$ cat config.mk
export PLATFORM = sky130hd
export DESIGN_NAME = adc_frame_capture_averager
export DESIGN_NICKNAME = d
export VERILOG_FILES = /design/src/hw/rtl/afca_pkg.sv /design/src/hw/rtl/afca_ctrl.sv /design/src/hw/rtl/afca_dp.sv /design/src/hw/rtl/adc_frame_capture_averager.sv
export SDC_FILE = /design/constraint.sdc
export NUM_CORES = 1
export LEC_CHECK = 0
export BUFFER_PORTS_ARGS = -buffer_cell sky130_fd_sc_hd__buf_2
export CORE_ASPECT_RATIO = 1.25
export CORE_UTILIZATION = 64
export DETAILED_ROUTE_END_ITERATION = 7
export PLACE_DENSITY = 0.94
export SKIP_CTS_REPAIR_TIMING = 1
export SLEW_MARGIN = 20
export SYNTH_ARGS = -nofsm -noshare
export SYNTH_HDL_FRONTEND = slang
export SYNTH_HIERARCHICAL = 1
export SYNTH_SLANG_ARGS = --single-unit
$ cat constraint.sdc
create_clock -name clk -period 14.51 [get_ports clk]
set_input_delay 2.902 -clock clk [delete_from_list [all_inputs] [get_ports clk]]
set_output_delay 2.902 -clock clk [all_outputs]
set_load 0.01 [all_outputs]
$ cat src/hw/rtl/afca_pkg.sv
// Shared constants, types and command/status bundles for the ADC frame capture averager.
`default_nettype none

package afca_pkg;

  // Field and accumulator widths
  localparam int SAMPLE_BITS = 24;
  localparam int COUNT_BITS  = 16;
  localparam int TIME_BITS   = 16;
  localparam int SUM_BITS    = 40;
  localparam int DIV_STEPS   = SUM_BITS;
  localparam int ITER_BITS   = $clog2(DIV_STEPS);

  // Configuration
  localparam int CFG_ADDR_BITS = 3;
  localparam logic [TIME_BITS-1:0] WINDOW_RESET = TIME_BITS'(5);
  localparam logic REG_WINDOW = 1'b0;

  // Request kinds carried on in_tuser
  localparam logic CMD_EDGE = 1'b0;
  localparam logic CMD_READ = 1'b1;

  // Controller states
  typedef enum logic [1:0] {
    ST_IDLE,
    ST_DIV,
    ST_FIN
  } afca_state_t;

  // Controller to datapath commands
  typedef struct packed {
    logic edge_take;
    logic read_start;
    logic div_step;
    logic out_load;
  } afca_cmd_t;

  // Datapath to controller status
  typedef struct packed {
    logic total_zero;
    logic out_free;
  } afca_sts_t;

endpackage

`default_nettype wire

$ cat src/hw/rtl/afca_ctrl.sv
// Controller state machine: request intake, divide sequencing and result hand-off.
`default_nettype none

module afca_ctrl
  import afca_pkg::*;
(
  input  wire logic       clk,
  input  wire logic       rst_n,
  input  wire logic       in_valid,
  input  wire logic       in_cmd,
  output logic            in_ready,
  input  wire afca_sts_t  sts,
  output afca_cmd_t       cmd
);

  afca_state_t           state_r, state_nxt;
  logic [ITER_BITS-1:0]  iter_r, iter_nxt;

  // Hold state and step count
  always_ff @(posedge clk) begin
    if (!rst_n) begin
      state_r <= ST_IDLE;
      iter_r  <= '0;
    end else begin
      state_r <= state_nxt;
      iter_r  <= iter_nxt;
    end
  end

  // Decode next state and datapath commands
  always_comb begin
    state_nxt = state_r;
    iter_nxt  = iter_r;
    in_ready  = 1'b0;
    cmd       = '0;
    unique case (state_r)
      ST_IDLE: begin
        in_ready = 1'b1;
        if (in_valid) begin
          if (in_cmd == CMD_EDGE) begin
            cmd.edge_take = 1'b1;
          end else begin
            cmd.read_start = 1'b1;
            iter_nxt       = '0;
            state_nxt      = sts.total_zero ? ST_FIN : ST_DIV;
          end
        end
      end
      ST_DIV: begin
        cmd.div_step = 1'b1;
        iter_nxt     = iter_r + ITER_BITS'(1);
        if (iter_r == ITER_BITS'(DIV_STEPS - 1)) begin
          state_nxt = ST_FIN;
        end
      end
      ST_FIN: begin
        if (sts.out_free) begin
          cmd.out_load = 1'b1;
          state_nxt    = ST_IDLE;
        end
      end
      default: begin
        state_nxt = ST_IDLE;
      end
    endcase
  end

endmodule

`default_nettype wire

$ cat src/hw/rtl/afca_dp.sv
// Datapath: edge gap check, running sum, serial restoring divider and result register.
`default_nettype none

module afca_dp
  import afca_pkg::*;
(
  input  wire logic                         clk,
  input  wire logic                         rst_n,
  input  wire afca_cmd_t                    cmd,
  output afca_sts_t                         sts,
  input  wire logic [TIME_BITS-1:0]         in_time,
  input  wire logic [SAMPLE_BITS-1:0]       in_word,
  input  wire logic [TIME_BITS-1:0]         window,
  input  wire logic                         out_ready,
  output logic                              out_valid,
  output logic signed [SAMPLE_BITS-1:0]     out_avg,
  output logic [COUNT_BITS-1:0]             out_cnt,
  output logic                              out_empty,
  output logic                              out_ovf
);

  // Accumulator state
  logic [TIME_BITS-1:0]        last_r;
  logic signed [SUM_BITS-1:0]  sum_r;
  logic [COUNT_BITS-1:0]       total_r;
  logic                        drop_r;

  // Divider state
  logic [SUM_BITS-1:0]         dvd_r;
  logic [COUNT_BITS-1:0]       rem_r;
  logic [COUNT_BITS-1:0]       dvs_r;
  logic                        neg_r;
  logic                        empty_r;
  logic                        drop_snap_r;

  // Result register
  logic                        out_valid_r;
  logic [SAMPLE_BITS-1:0]      out_avg_r;
  logic [COUNT_BITS-1:0]       out_cnt_r;
  logic                        out_empty_r;
  logic                        out_ovf_r;

  logic [TIME_BITS-1:0]        gap;
  logic                        in_window;
  logic signed [SUM_BITS-1:0]  sample_ext;
  logic [SUM_BITS-1:0]         sum_mag;
  logic [COUNT_BITS:0]         shifted;
  logic [COUNT_BITS+1:0]       trial;
  logic                        qbit;
  logic [SAMPLE_BITS-1:0]      q_mag;
  logic [SAMPLE_BITS-1:0]      q_signed;

  // Gap since previous edge, wrapping at the timestamp width
  assign gap        = in_time - last_r;
  assign in_window  = gap < window;
  assign sample_ext = {{(SUM_BITS-SAMPLE_BITS){in_word[SAMPLE_BITS-1]}}, in_word};
  assign sum_mag    = sum_r[SUM_BITS-1] ? SUM_BITS'(-sum_r) : SUM_BITS'(sum_r);

  // One restoring divide step: shift in the next dividend bit, try to subtract
  assign shifted = {rem_r, dvd_r[SUM_BITS-1]};
  assign trial   = {1'b0, shifted} - {2'b00, dvs_r};
  assign qbit    = !trial[COUNT_BITS+1];

  // Quotient fits the sample width; apply sign of the sum
  assign q_mag    = dvd_r[SAMPLE_BITS-1:0];
  assign q_signed = neg_r ? SAMPLE_BITS'(-q_mag) : q_mag;

  assign sts = '{total_zero: (total_r == '0), out_free: (!out_valid_r || out_ready)};

  // Accumulate edges, clear on read
  always_ff @(posedge clk) begin
    if (!rst_n) begin
      last_r  <= '0;
      sum_r   <= '0;
      total_r <= '0;
      drop_r  <= 1'b0;
    end else if (cmd.edge_take) begin
      last_r <= in_time;
      if (in_window) begin
        if (total_r == '1) begin
          drop_r <= 1'b1;
        end else begin
          sum_r   <= sum_r + sample_ext;
          total_r <= total_r + COUNT_BITS'(1);
        end
      end
    end else if (cmd.read_start) begin
      sum_r   <= '0;
      total_r <= '0;
      drop_r  <= 1'b0;
    end
  end

  // Snapshot the sum on read, then run the divide one bit per cycle
  always_ff @(posedge clk) begin
    if (cmd.read_start) begin
      dvd_r       <= sum_mag;
      rem_r       <= '0;
      dvs_r       <= total_r;
      neg_r       <= sum_r[SUM_BITS-1];
      empty_r     <= (total_r == '0);
      drop_snap_r <= drop_r;
    end else if (cmd.div_step) begin
      dvd_r <= {dvd_r[SUM_BITS-2:0], qbit};
      rem_r <= qbit ? trial[COUNT_BITS-1:0] : shifted[COUNT_BITS-1:0];
    end
  end

  // Result valid: set on load, drop when taken
  always_ff @(posedge clk) begin
    if (!rst_n) begin
      out_valid_r <= 1'b0;
    end else if (cmd.out_load) begin
      out_valid_r <= 1'b1;
    end else if (out_ready) begin
      out_valid_r <= 1'b0;
    end
  end

  // Result payload
  always_ff @(posedge clk) begin
    if (cmd.out_load) begin
      out_avg_r   <= empty_r ? '0 : q_signed;
      out_cnt_r   <= empty_r ? '0 : dvs_r;
      out_empty_r <= empty_r;
      out_ovf_r   <= drop_snap_r;
    end
  end

  assign out_valid = out_valid_r;
  assign out_avg   = out_avg_r;
  assign out_cnt   = out_cnt_r;
  assign out_empty = out_empty_r;
  assign out_ovf   = out_ovf_r;

endmodule

`default_nettype wire

$ cat src/hw/rtl/adc_frame_capture_averager.sv
// ADC frame capture averager: stream ports, window register, controller and datapath.
//
// Input stream: in_tuser picks the request kind (edge event or read request);
// in_tdata carries the edge timestamp and the 24-bit serial frame word.
// An edge request yields no result; edges are accepted back to back while the
// block is idle. An edge whose gap from the previous edge is below pair_window_us
// adds its sign-extended word to the running sum, or sets the overflow flag if
// the count is full. A read request yields one result: sum / count truncated
// toward zero, the count, a no-samples flag and an overflow flag; sum, count
// and flag clear. A read with a nonzero count runs a 40-step restoring divide,
// one quotient bit per cycle, and no new request is taken until its result is
// loaded; a read with a zero count skips the divide. The result then waits in
// an output register; if the receiver stalls, the block holds in its final step
// with in_tready low until that register frees up.
// The window register sits on an APB port at byte address 0 (reset value 5);
// write it only while no request is in progress.
// Reset (synchronous, rst_n low) clears the last edge time, sum, count,
// drop flag and any pending result.
`default_nettype none

module adc_frame_capture_averager
  import afca_pkg::*;
(
  input  wire logic                      clk,
  input  wire logic                      rst_n,
  // Input request stream
  input  wire logic                      in_tvalid,
  output logic                           in_tready,
  input  wire logic [39:0]               in_tdata,   // [15:0] time_us, [39:16] data_word
  input  wire logic                      in_tuser,   // [0] cmd
  // Result stream
  output logic                           out_tvalid,
  input  wire logic                      out_tready,
  output logic [39:0]                    out_tdata,  // [23:0] average, [39:24] sample_count
  output logic [1:0]                     out_tuser,  // [0] no_samples, [1] overflowed
  // Configuration port
  input  wire logic                      cfg_psel,
  input  wire logic                      cfg_penable,
  input  wire logic                      cfg_pwrite,
  input  wire logic [CFG_ADDR_BITS-1:0]  cfg_paddr,
  input  wire logic [31:0]               cfg_pwdata,
  output logic [31:0]                    cfg_prdata,
  output logic                           cfg_pready
);

  logic [TIME_BITS-1:0]          window_r;
  logic                          cfg_wr;
  afca_cmd_t                     cmd;
  afca_sts_t                     sts;
  logic signed [SAMPLE_BITS-1:0] avg;
  logic [COUNT_BITS-1:0]         cnt;
  logic                          empty;
  logic                          ovf;

  // Window register write on the APB access phase
  assign cfg_pready = 1'b1;
  assign cfg_wr     = cfg_psel && cfg_penable && cfg_pwrite && cfg_pready;

  always_ff @(posedge clk) begin
    if (!rst_n) begin
      window_r <= WINDOW_RESET;
    end else if (cfg_wr && (cfg_paddr[CFG_ADDR_BITS-1] == REG_WINDOW)) begin
      window_r <= cfg_pwdata[TIME_BITS-1:0];
    end
  end

  // Read back the window register, zero elsewhere
  always_comb begin
    cfg_prdata = '0;
    if (cfg_paddr[CFG_ADDR_BITS-1] == REG_WINDOW) begin
      cfg_prdata = {{(32-TIME_BITS){1'b0}}, window_r};
    end
  end

  afca_ctrl u_ctrl (
    .clk      (clk),
    .rst_n    (rst_n),
    .in_valid (in_tvalid),
    .in_cmd   (in_tuser),
    .in_ready (in_tready),
    .sts      (sts),
    .cmd      (cmd)
  );

  afca_dp u_dp (
    .clk       (clk),
    .rst_n     (rst_n),
    .cmd       (cmd),
    .sts       (sts),
    .in_time   (in_tdata[TIME_BITS-1:0]),
    .in_word   (in_tdata[TIME_BITS+SAMPLE_BITS-1:TIME_BITS]),
    .window    (window_r),
    .out_ready (out_tready),
    .out_valid (out_tvalid),
    .out_avg   (avg),
    .out_cnt   (cnt),
    .out_empty (empty),
    .out_ovf   (ovf)
  );

  // Pack result fields
  assign out_tdata = {cnt, avg};
  assign out_tuser = {ovf, empty};

  // A read request clears the count on the next edge
  a_read_clears: assert property (@(posedge clk) disable iff (!rst_n)
    (in_tvalid && in_tready && (in_tuser == CMD_READ)) |=> sts.total_zero)
    else $error("count not cleared after read request");

  // The block is busy right after taking a read request
  a_read_busy: assert property (@(posedge clk) disable iff (!rst_n)
    (in_tvalid && in_tready && (in_tuser == CMD_READ)) |=> !in_tready)
    else $error("request accepted during read processing");

  // An empty read reports zero average and zero count
  a_empty_zero: assert property (@(posedge clk) disable iff (!rst_n)
    (out_tvalid && out_tuser[0]) |-> (out_tdata == '0))
    else $error("empty read with nonzero payload");

endmodule

`default_nettype wire
==> flow_summary.yaml, run 1 <==
status:
  outcome: "finished, final reports clean"
pwr:
  power.total_mw: 1.63
  powerDensity_nw_per_um2: 110
  power.leakage_nw: 6.22
  ir_drop_uv: 89.1
yosys:
  ys_warn_count: 6
  synthSimpleGateAreaFrac: 0.171
  synth_seq_cells: 215
  muxShareOfSynthArea: 0.0342
  synth.avg_cell_area_sq_um: 9.10
  ys_seq_area_frac: 0.397
  synth_flop_cell: "dfxtp_1"
  synthCells: 1470
  synth_compound_area_frac: 0.170
  async_reset_ff_frac: 0
  synth_top_family_by_area: "simple AND/OR/NAND/NOR gates"
  synth_edf_count: 101
  synth_cell_type_count: 79
  syn_area_sq_um: 13400
  synth_xor_area_frac: 0.0845
  synth_fa_ha_area_frac: 0.0887
route:
  dr.pass1.iters: 6
  drc: 0
  vias: 11200
  viasPerCell: 6.04
  first_iter_violations: 1102
  postRouteAntennaNets: 0
  routedWlPerCell_um: 16.3
  totalWireLength_mm: 30.3
global_route:
  grt_pass1_vias: 10600
  grtUsageMet2: 0.490
  grt_util_met1: 0.342
  grt_use_met3: 0.0419
  grt_pass1_wl_mm: 49.7
  antenna_found_initial: 3
  grt.overflow.total: 0
  grt.busiest_layer: "met2"
  grt_max_degree: 84
  grt_use_total: 0.280
worst_setup_path:
  crit_chain: "buf_2, inv_1, ha_1, fa_1, nor2b_1, o21ai_0, a21boi_0, o21ai_0, a21boi_0, o2111ai_1, nand3b_1, a21o_1, a31oi_1, xnor2_1, ha_1, nand4_1, or3_1, o21ai_0, nor2_1, nand2_2, nor3_1, mux2i_1, o311ai_0"
  crit_required_ns: 14.87
  max_stage_delay_ns: 0.56
  critPathMaxFanout: 36
  critPathCaptureType: "flip-flop"
  cp-start-kind: "primary input"
  crit_family: "compound AO/OA/AOI/OAI gates"
  crit_top_cell: "o21ai_0"
  slowest_stage: "nand2_2"
  critPathBufInv: 2
  path_class: "primary input to flip-flop"
  cp_data_arrival_time_ns: 8.14
sta:
  worst_pin_slew_ns: 0.972
  setup_viol: 0
  timing.final.ws_setup_ns: 6.73
  timing.final.crit_share: 0.536
  grt_setup_unrepaired: "false"
  final.min_clock_period_ns: 7.78
  whs_ns: 0.420
  setup-tns-final_ns: 0
  slew_headroom: 0.351
  clock_skew_ns: 0.0251
  fmaxAchievable_ghz: 0.129
  final-hold-violation-count: 0
  final-max-slew-violation-count: 0
clocking:
  clkLatencyLatePin_ns: 0.53
  cts_max_path_buffers: 3
  clock-sinks: 215
  cts_tree: "yes"
  root_buffer: "clkbuf_16"
  htree_levels: 1
  clk_pin_slew_ns: 0.06
  cts_inserted_buffers: 22
layout:
  final_common_cell: "nor2_1"
  fin_util: 0.731
  final_cells: 1852
  fin_nets: 1740
  final_cell_mix: "144 x nor2_1, 127 x nand2_1, 124 x buf_2"
  drive_above_1_share: 0.134
  area_growth_pct: 11.2
  fillers: 1343
  final_area_sq_um: 14900
die:
  die_area_sq_um: 21500
  fp.coreArea_sq_um: 20300
  initial_core_util: 0.658
  die_y_um: 164
  die_x_um: 131
  num_rows: 58
  design.portCount: 160
placed_design:
  hpwl_mm: 20.6
  place_congestion: 0.891
  pre_cts_ws_ns: 6.23
  placedCellCount: 1809
  place_area_sq_um: 14100
  port-buffer-count: 124
flow_run:
  maxCapViolations: 0
worst_hold_path:
  hold_path.class: "flip-flop to flip-flop"
## logic make-up after synthesis
group / after synthesis
compound gates: 356
xor+xnor: 129
fa+ha+maj: 93
buf+inv: 162
flops: 215
mux: 45
other cells: 2
simple gates: 468
## registers in the layout, summed over array words and instances, names as in the netlist, 2 cells and up
register        cells
window_r           16
u_ctrl/state_r      2
u_ctrl/iter_r       6
u_dp/last_r        16
u_dp/out_avg       24
u_dp/dvs_r         16
u_dp/out_cnt       16
u_dp/sum_r         40
u_dp/rem_r         16
u_dp/total_r       16
u_dp/dvd_r         40
## area by class of cell
type / count / area (sq um) / share of cell area
well taps: 270 / 338 / 0.0227
multi-input cells: 1108 / 7430 / 0.500
diodes: 2 / 5.00 / 0.000337
clock inverters: 16 / 205 / 0.0138
inverters: 84 / 317 / 0.0213
repair buffers: 133 / 696 / 0.0468
flip-flops and latches: 215 / 5320 / 0.358
clock buffers: 24 / 558 / 0.0375
## report_power, final
| part | total [mW] | internal [mW] | switching (mW) | leakage [nW] |
|---|---|---|---|---|
| logic | 0.327 | 0.132 | 0.195 | 3.99 |
| registers | 0.705 | 0.675 | 0.0299 | 1.87 |
| clock network | 0.598 | 0.352 | 0.245 | 0.365 |
| total | 1.63 | 1.16 | 0.470 | 6.22 |
## routing by layer
metal,part of all wire,up-vias,routed length [um]
li1,-,5374,-
met1,0.41,5205,12300
met2,0.48,512,14600
met3,0.077,93,2320
met4,0.034,2,1040
met5,0.00043,-,13
## cell usage after synthesis, drive strengths merged (38+ instances only)
master / n / share of area
nand2: 128 / 0.036
a21oi: 99 / 0.037
ha: 90 / 0.084
a21o: 38 / 0.021
nor2: 145 / 0.041
dfxtp: 114 / 0.17
edfxtp: 101 / 0.23
clkbuf: 51 / 0.014
xor2: 88 / 0.058
mux2i: 39 / 0.029
inv: 84 / 0.024
nor2b: 44 / 0.021
o21ai: 97 / 0.036
xnor2: 41 / 0.027
## worst paths after layout
path / startpoint / endpoint / slack, ns / cells past startpoint
min reg2reg: u_dp/drop_snap_r / u_dp/out_ovf / 0.42 / 0
max reg2reg: u_dp/last_r[1] / u_dp/sum_r[39] / 8.87 / 21
max: in_tdata[0] / u_dp/sum_r[39] / 6.73 / 23
min: u_dp/drop_snap_r / u_dp/out_ovf / 0.42 / 0
(Power assumes the default switching activity.)
==> inputs of run 2 (changes only) <==
- CORE_UTILIZATION: 64 -> 54
- PLACE_DENSITY: 0.94 -> 0.85
- clock period: 14.51 -> 6.6 ns (I/O delays scaled with it)
==> run 2 against run 1 <==
  * Critical endpoint unchanged
  * Worst setup slack worse by 6.0 ns
  * Clock skew grew 0.012 ns
  * Clock power is 110% higher
  * Routed wire length is 8.5% lower
  * Clock-buffer cell count increased by 9
  * Worst hold slack better by 0.0084 ns
  * Non-clock buffer count up 2
  * Via count fell by 4.6%
  * Critical path depth stayed put
  * Largest power group unchanged
  * Total power increased by 110%
  * Final cell count rose by 3.3%
  * First-iteration DRC count down 40%
==> flow_summary.yaml, run 2 (synthesis gave the netlist of run 1 again) <==
layout:
  area_growth_pct: 11.5
  fillers: 1980
  final_common_cell: "nor2_1"
  fin_nets: 1742
  drive_above_1_share: 0.133
  final_cell_mix: "144 x nor2_1, 128 x nand2_1, 124 x buf_2"
  final_cells: 1914
  final_area_sq_um: 14900
route:
  first_iter_violations: 664
  drc: 0
  postRouteAntennaNets: 0
  viasPerCell: 5.58
  dr.pass1.iters: 5
  vias: 10700
  totalWireLength_mm: 27.7
  routedWlPerCell_um: 14.5
worst_setup_path:
  cp_data_arrival_time_ns: 6.18
  path_class: "primary input to flip-flop"
  crit_chain: "buf_2, inv_1, ha_1, fa_1, nor2b_1, o21ai_0, a21boi_0, o21ai_0, a21boi_0, o2111ai_1, nand3b_1, a21o_1, a31oi_1, xnor2_1, ha_1, nand4_1, or3_1, o21ai_0, nor2_1, nand2_1, nor3_1, mux2i_1, o311ai_0"
  crit_top_cell: "o21ai_0"
  max_stage_delay_ns: 0.54
  critPathCaptureType: "flip-flop"
  cp-start-kind: "primary input"
  slowest_stage: "nand2_1"
  critPathMaxFanout: 22
  crit_required_ns: 6.94
worst_hold_path:
  hold_path.class: "flip-flop to flip-flop"
pwr:
  power.leakage_nw: 6.22
  power.total_mw: 3.48
  ir_drop_uv: 162
  pwr-share-comb: 0.200
  p_clk_frac: 0.354
  switching_share: 0.281
  p_switching_mw: 0.977
  pwr-share-seq: 0.446
  powerDensity_nw_per_um2: 233
  internal_power_mw: 2.50
global_route:
  grt_max_degree: 86
  grt_pass1_vias: 9727
  grt_pass1_wl_mm: 45.2
  grt.overflow.total: 0
  antenna_found_initial: 3
  grt_use_total: 0.216
placed_design:
  place_congestion: 0.883
  place_area_sq_um: 14200
  port-buffer-count: 124
  placedCellCount: 1872
  hpwl_mm: 20.3
  pre_cts_ws_ns: 0.331
die:
  fp.coreArea_sq_um: 24400
  design.portCount: 160
  die_x_um: 143
  die_y_um: 178
  num_rows: 64
  die_area_sq_um: 25400
  initial_core_util: 0.547
sta:
  final-hold-violation-count: 0
  slew_headroom: 0.388
  fmaxAchievable_ghz: 0.171
  timing.final.crit_share: 0.884
  worst_pin_slew_ns: 0.918
  setup_viol: 0
  timing.final.ws_setup_ns: 0.765
  final-max-slew-violation-count: 0
  grt_setup_unrepaired: "false"
  final.min_clock_period_ns: 5.84
  setup-tns-final_ns: 0
  clock_skew_ns: 0.0371
flow_run:
  maxCapViolations: 0
clocking:
  htree_levels: 1
  cts_tree: "yes"
  clkLatencyLatePin_ns: 0.52
  cts_inserted_buffers: 22
  root_buffer: "clkbuf_16"
  cts_max_path_buffers: 3
  clk_pin_slew_ns: 0.06
  clock-sinks: 215
status:
  outcome: "finished, final reports clean"
==> run 2: per-layer routing <==
metal,up-vias,track usage,part of all wire
met1,4926,0.290,0.46
li1,5384,-,-
met5,-,0,0.00036
met4,2,0.0744,0.024
met2,316,0.358,0.46
met3,48,0.0278,0.050
==> run 2: metrics by stage <==
stage	util	hold slack (ns)
final	0.611	0.428
after global routing	0.611	0.444
after CTS	0.610	0.427
after detailed placement	0.580	0.412
after global placement	0.580	0.402
after floorplan	-	0.400
==> run 2: layout make-up <==
| class | count | area (sq um) | share of cell area |
|---|---|---|---|
| antenna | 2 | 5.00 | 0.000336 |
| clock buffer | 33 | 648 | 0.0435 |
| clock inverter | 7 | 80.1 | 0.00537 |
| inverter | 84 | 317 | 0.0212 |
| multi-input combinational | 1108 | 7420 | 0.498 |
| sequential | 215 | 5320 | 0.356 |
| tap | 330 | 413 | 0.0277 |
| timing repair buffer | 135 | 711 | 0.0477 |
==> run 2: worst paths after layout <==
path | startpoint | cells after the start | endpoint | slack [ns]
max | in_tdata[0] | 23 | u_dp/sum_r[39] | 0.76
min | u_dp/drop_snap_r | 0 | u_dp/out_ovf | 0.43
max reg2reg | u_dp/last_r[0] | 21 | u_dp/sum_r[39] | 1.41
min reg2reg | u_dp/drop_snap_r | 0 | u_dp/out_ovf | 0.43
==> run 2: worst max-delay path: cells and delay by family <==
family	cells	cell delay, ns
fa+ha+maj	3	0.91
simple gates	7	1.64
mux	1	0.14
xor+xnor	1	0.14
buf+inv	2	0.14
compound gates	9	1.85
==> run 2: power by group through the flow <==
stage | registers [mW] | clock network [mW] | logic (mW)
after floorplan | 1.56 | 0 | 0.534
after global placement | 1.57 | 0 | 0.664
after detailed placement | 1.58 | 0 | 0.688
after CTS | 1.55 | 1.25 | 0.694
after global routing | 1.56 | 1.31 | 0.778
final | 1.55 | 1.23 | 0.696
==> inputs of run 3 (changes only) <==
- CORE_UTILIZATION: 54 -> 59
- PLACE_DENSITY: 0.85 -> 0.88
- clock period: 6.6 -> 5.4 ns (I/O delays scaled with it)
==> run 3 against run 2 <==
  * Global-route usage increased by 3.4 points
  * Sequential cell count unchanged
  * Clock-buffer cell count shrank 7
  * Utilization rose by 6.0 points
  * Combinational power increased by 25%
  * Largest cell class unchanged
  * Register-to-register slack worse by 0.66 ns
  * Die area fell by 8.4%
==> flow_summary.yaml, run 3 (synthesis gave the netlist of run 1 again) <==
clocking:
  cts_max_path_buffers: 3
  cts_tree: "yes"
  root_buffer: "clkbuf_16"
  htree_levels: 1
  clkLatencyLatePin_ns: 0.51
  cts_inserted_buffers: 22
  clock-sinks: 215
  clk_pin_slew_ns: 0.06
worst_setup_path:
  worstRegToRegCells: 25
  critPathMaxFanout: 4
  critPathCaptureType: "flip-flop"
  path_class: "primary input to flip-flop"
  critical_path.startpoint: "in_tdata[0]"
  cp-start-kind: "primary input"
  crit_required_ns: 5.76
  r2r_start: "u_dp/last_r[2]"
  cp_data_arrival_time_ns: 5.40
global_route:
  grt_pass1_vias: 10200
  grt_use_total: 0.251
  grt_max_degree: 60
  antenna_found_initial: 1
  grt_pass1_wl_mm: 47.8
  grt.overflow.total: 0
die:
  initial_core_util: 0.602
  die_x_um: 137
  num_rows: 61
  die_area_sq_um: 23300
  die_y_um: 170
  fp.coreArea_sq_um: 22200
  design.portCount: 160
route:
  totalWireLength_mm: 29.3
  first_iter_violations: 721
  met3WireLength_mm: 1.63
  m1WireLength_mm: 12.8
  postRouteAntennaNets: 0
  viasPerCell: 5.86
  dr.pass1.iters: 7
  vias: 11000
  drc: 0
  routedWlPerCell_um: 15.6
  highest_layer: "met5"
  met2WireLength_mm: 14.2
layout:
  final_cell_mix: "144 x nor2_1, 128 x nand2_1, 124 x buf_2"
  area_growth_pct: 11.3
  drive_above_1_share: 0.138
  final_area_sq_um: 14900
  fin_nets: 1751
  num_antenna_cells: 0
  final_common_cell: "nor2_1"
pwr:
  ir_drop_uv: 250
  power.leakage_nw: 6.25
  powerDensity_nw_per_um2: 286
  power.total_mw: 4.26
sta:
  final-max-slew-violation-count: 0
  setup_viol: 0
  fmaxAchievable_ghz: 0.199
  worst_pin_slew_ns: 0.982
  grt_setup_unrepaired: "false"
  final.min_clock_period_ns: 5.04
  slew_headroom: 0.345
  final-hold-violation-count: 0
  clock_skew_ns: 0.0120
  timing.final.ws_setup_ns: 0.363
  setup-tns-final_ns: 0
  timing.final.crit_share: 0.933
worst_hold_path:
  hp-start: "u_dp/drop_snap_r"
  hold_path.class: "flip-flop to flip-flop"
  holdPathStages: 0
placed_design:
  place_area_sq_um: 14200
  pre_cts_ws_ns: -0.0570
  port-buffer-count: 124
  place_congestion: 0.938
  hpwl_mm: 21.2
flow_run:
  maxCapViolations: 0
status:
  outcome: "finished, final reports clean"
[run 3: cell types whose count changed in the layout (fill, tap and decap cells not counted), sizes merged]
cell | before | now
buf | 135 | 144
clkbuf | 33 | 26
bufinv | 1 | 2
clkinv | 4 | 8
clkinvlp | 1 | 3
diode | 2 | 0
inv | 85 | 83
[run 3: power by group]
group / total (mW) / internal (mW) / switching [mW]
clock network: 1.49 / 0.869 / 0.624
logic: 0.871 / 0.363 / 0.508
registers: 1.90 / 1.81 / 0.0814
total: 4.26 / 3.05 / 1.21
[run 3: layer usage]
layer  vias up  track usage
met5         -            0
met4         2       0.0739
met3        59       0.0289
met2       368        0.429
met1      5129        0.329
li1       5414            -
[run 3: cell type report]
| type | instances | area [sq um] |
|---|---|---|
| repair buffers | 144 | 778 |
| fillers | 1682 | 7320 |
| well taps | 283 | 354 |
| flip-flops and latches | 215 | 5320 |
| clock inverters | 12 | 113 |
| clock buffers | 26 | 587 |
| inverters | 84 | 317 |
| multi-input cells | 1108 | 7420 |
[run 3: through the flow]
| step | cells | utilization | hold WS, ns |
|---|---|---|---|
| floorplan | 1485 | - | 0.400 |
| global placement | 1833 | 0.638 | 0.401 |
| detailed placement | 1833 | 0.638 | 0.418 |
| CTS | 1871 | 0.670 | 0.427 |
| global route | 1872 | 0.670 | 0.442 |
| finish | 1872 | 0.670 | 0.426 |
[run 3: worst paths after layout]
kind | slack, ns | to
worst max-delay path | 0.36 | u_dp/total_r[11]
worst min-delay path | 0.43 | u_dp/out_ovf
worst max register to register | 0.75 | u_dp/total_r[11]
worst min register to register | 0.43 | u_dp/out_ovf
[run 3: worst max-delay path, stage by stage]
cell and delay (ns):
buf_2 0.09, inv_1 0.04, ha_1 0.22, fa_1 0.41
nor2b_1 0.11, o21ai_0 0.11, a21boi_0 0.24, o21ai_0 0.14
a21boi_0 0.27, o2111ai_1 0.14, nand3b_1 0.17, a21o_1 0.14
a31oi_1 0.10, xnor2_1 0.20, ha_1 0.28, a21o_1 0.17
a21oi_1 0.14, o21a_1 0.14, o21ai_0 0.07, buf_4 0.15
o21ai_0 0.22, nand3_1 0.16, buf_4 0.19, nor3_1 0.20
xnor2_1 0.15, nor2_1 0.06
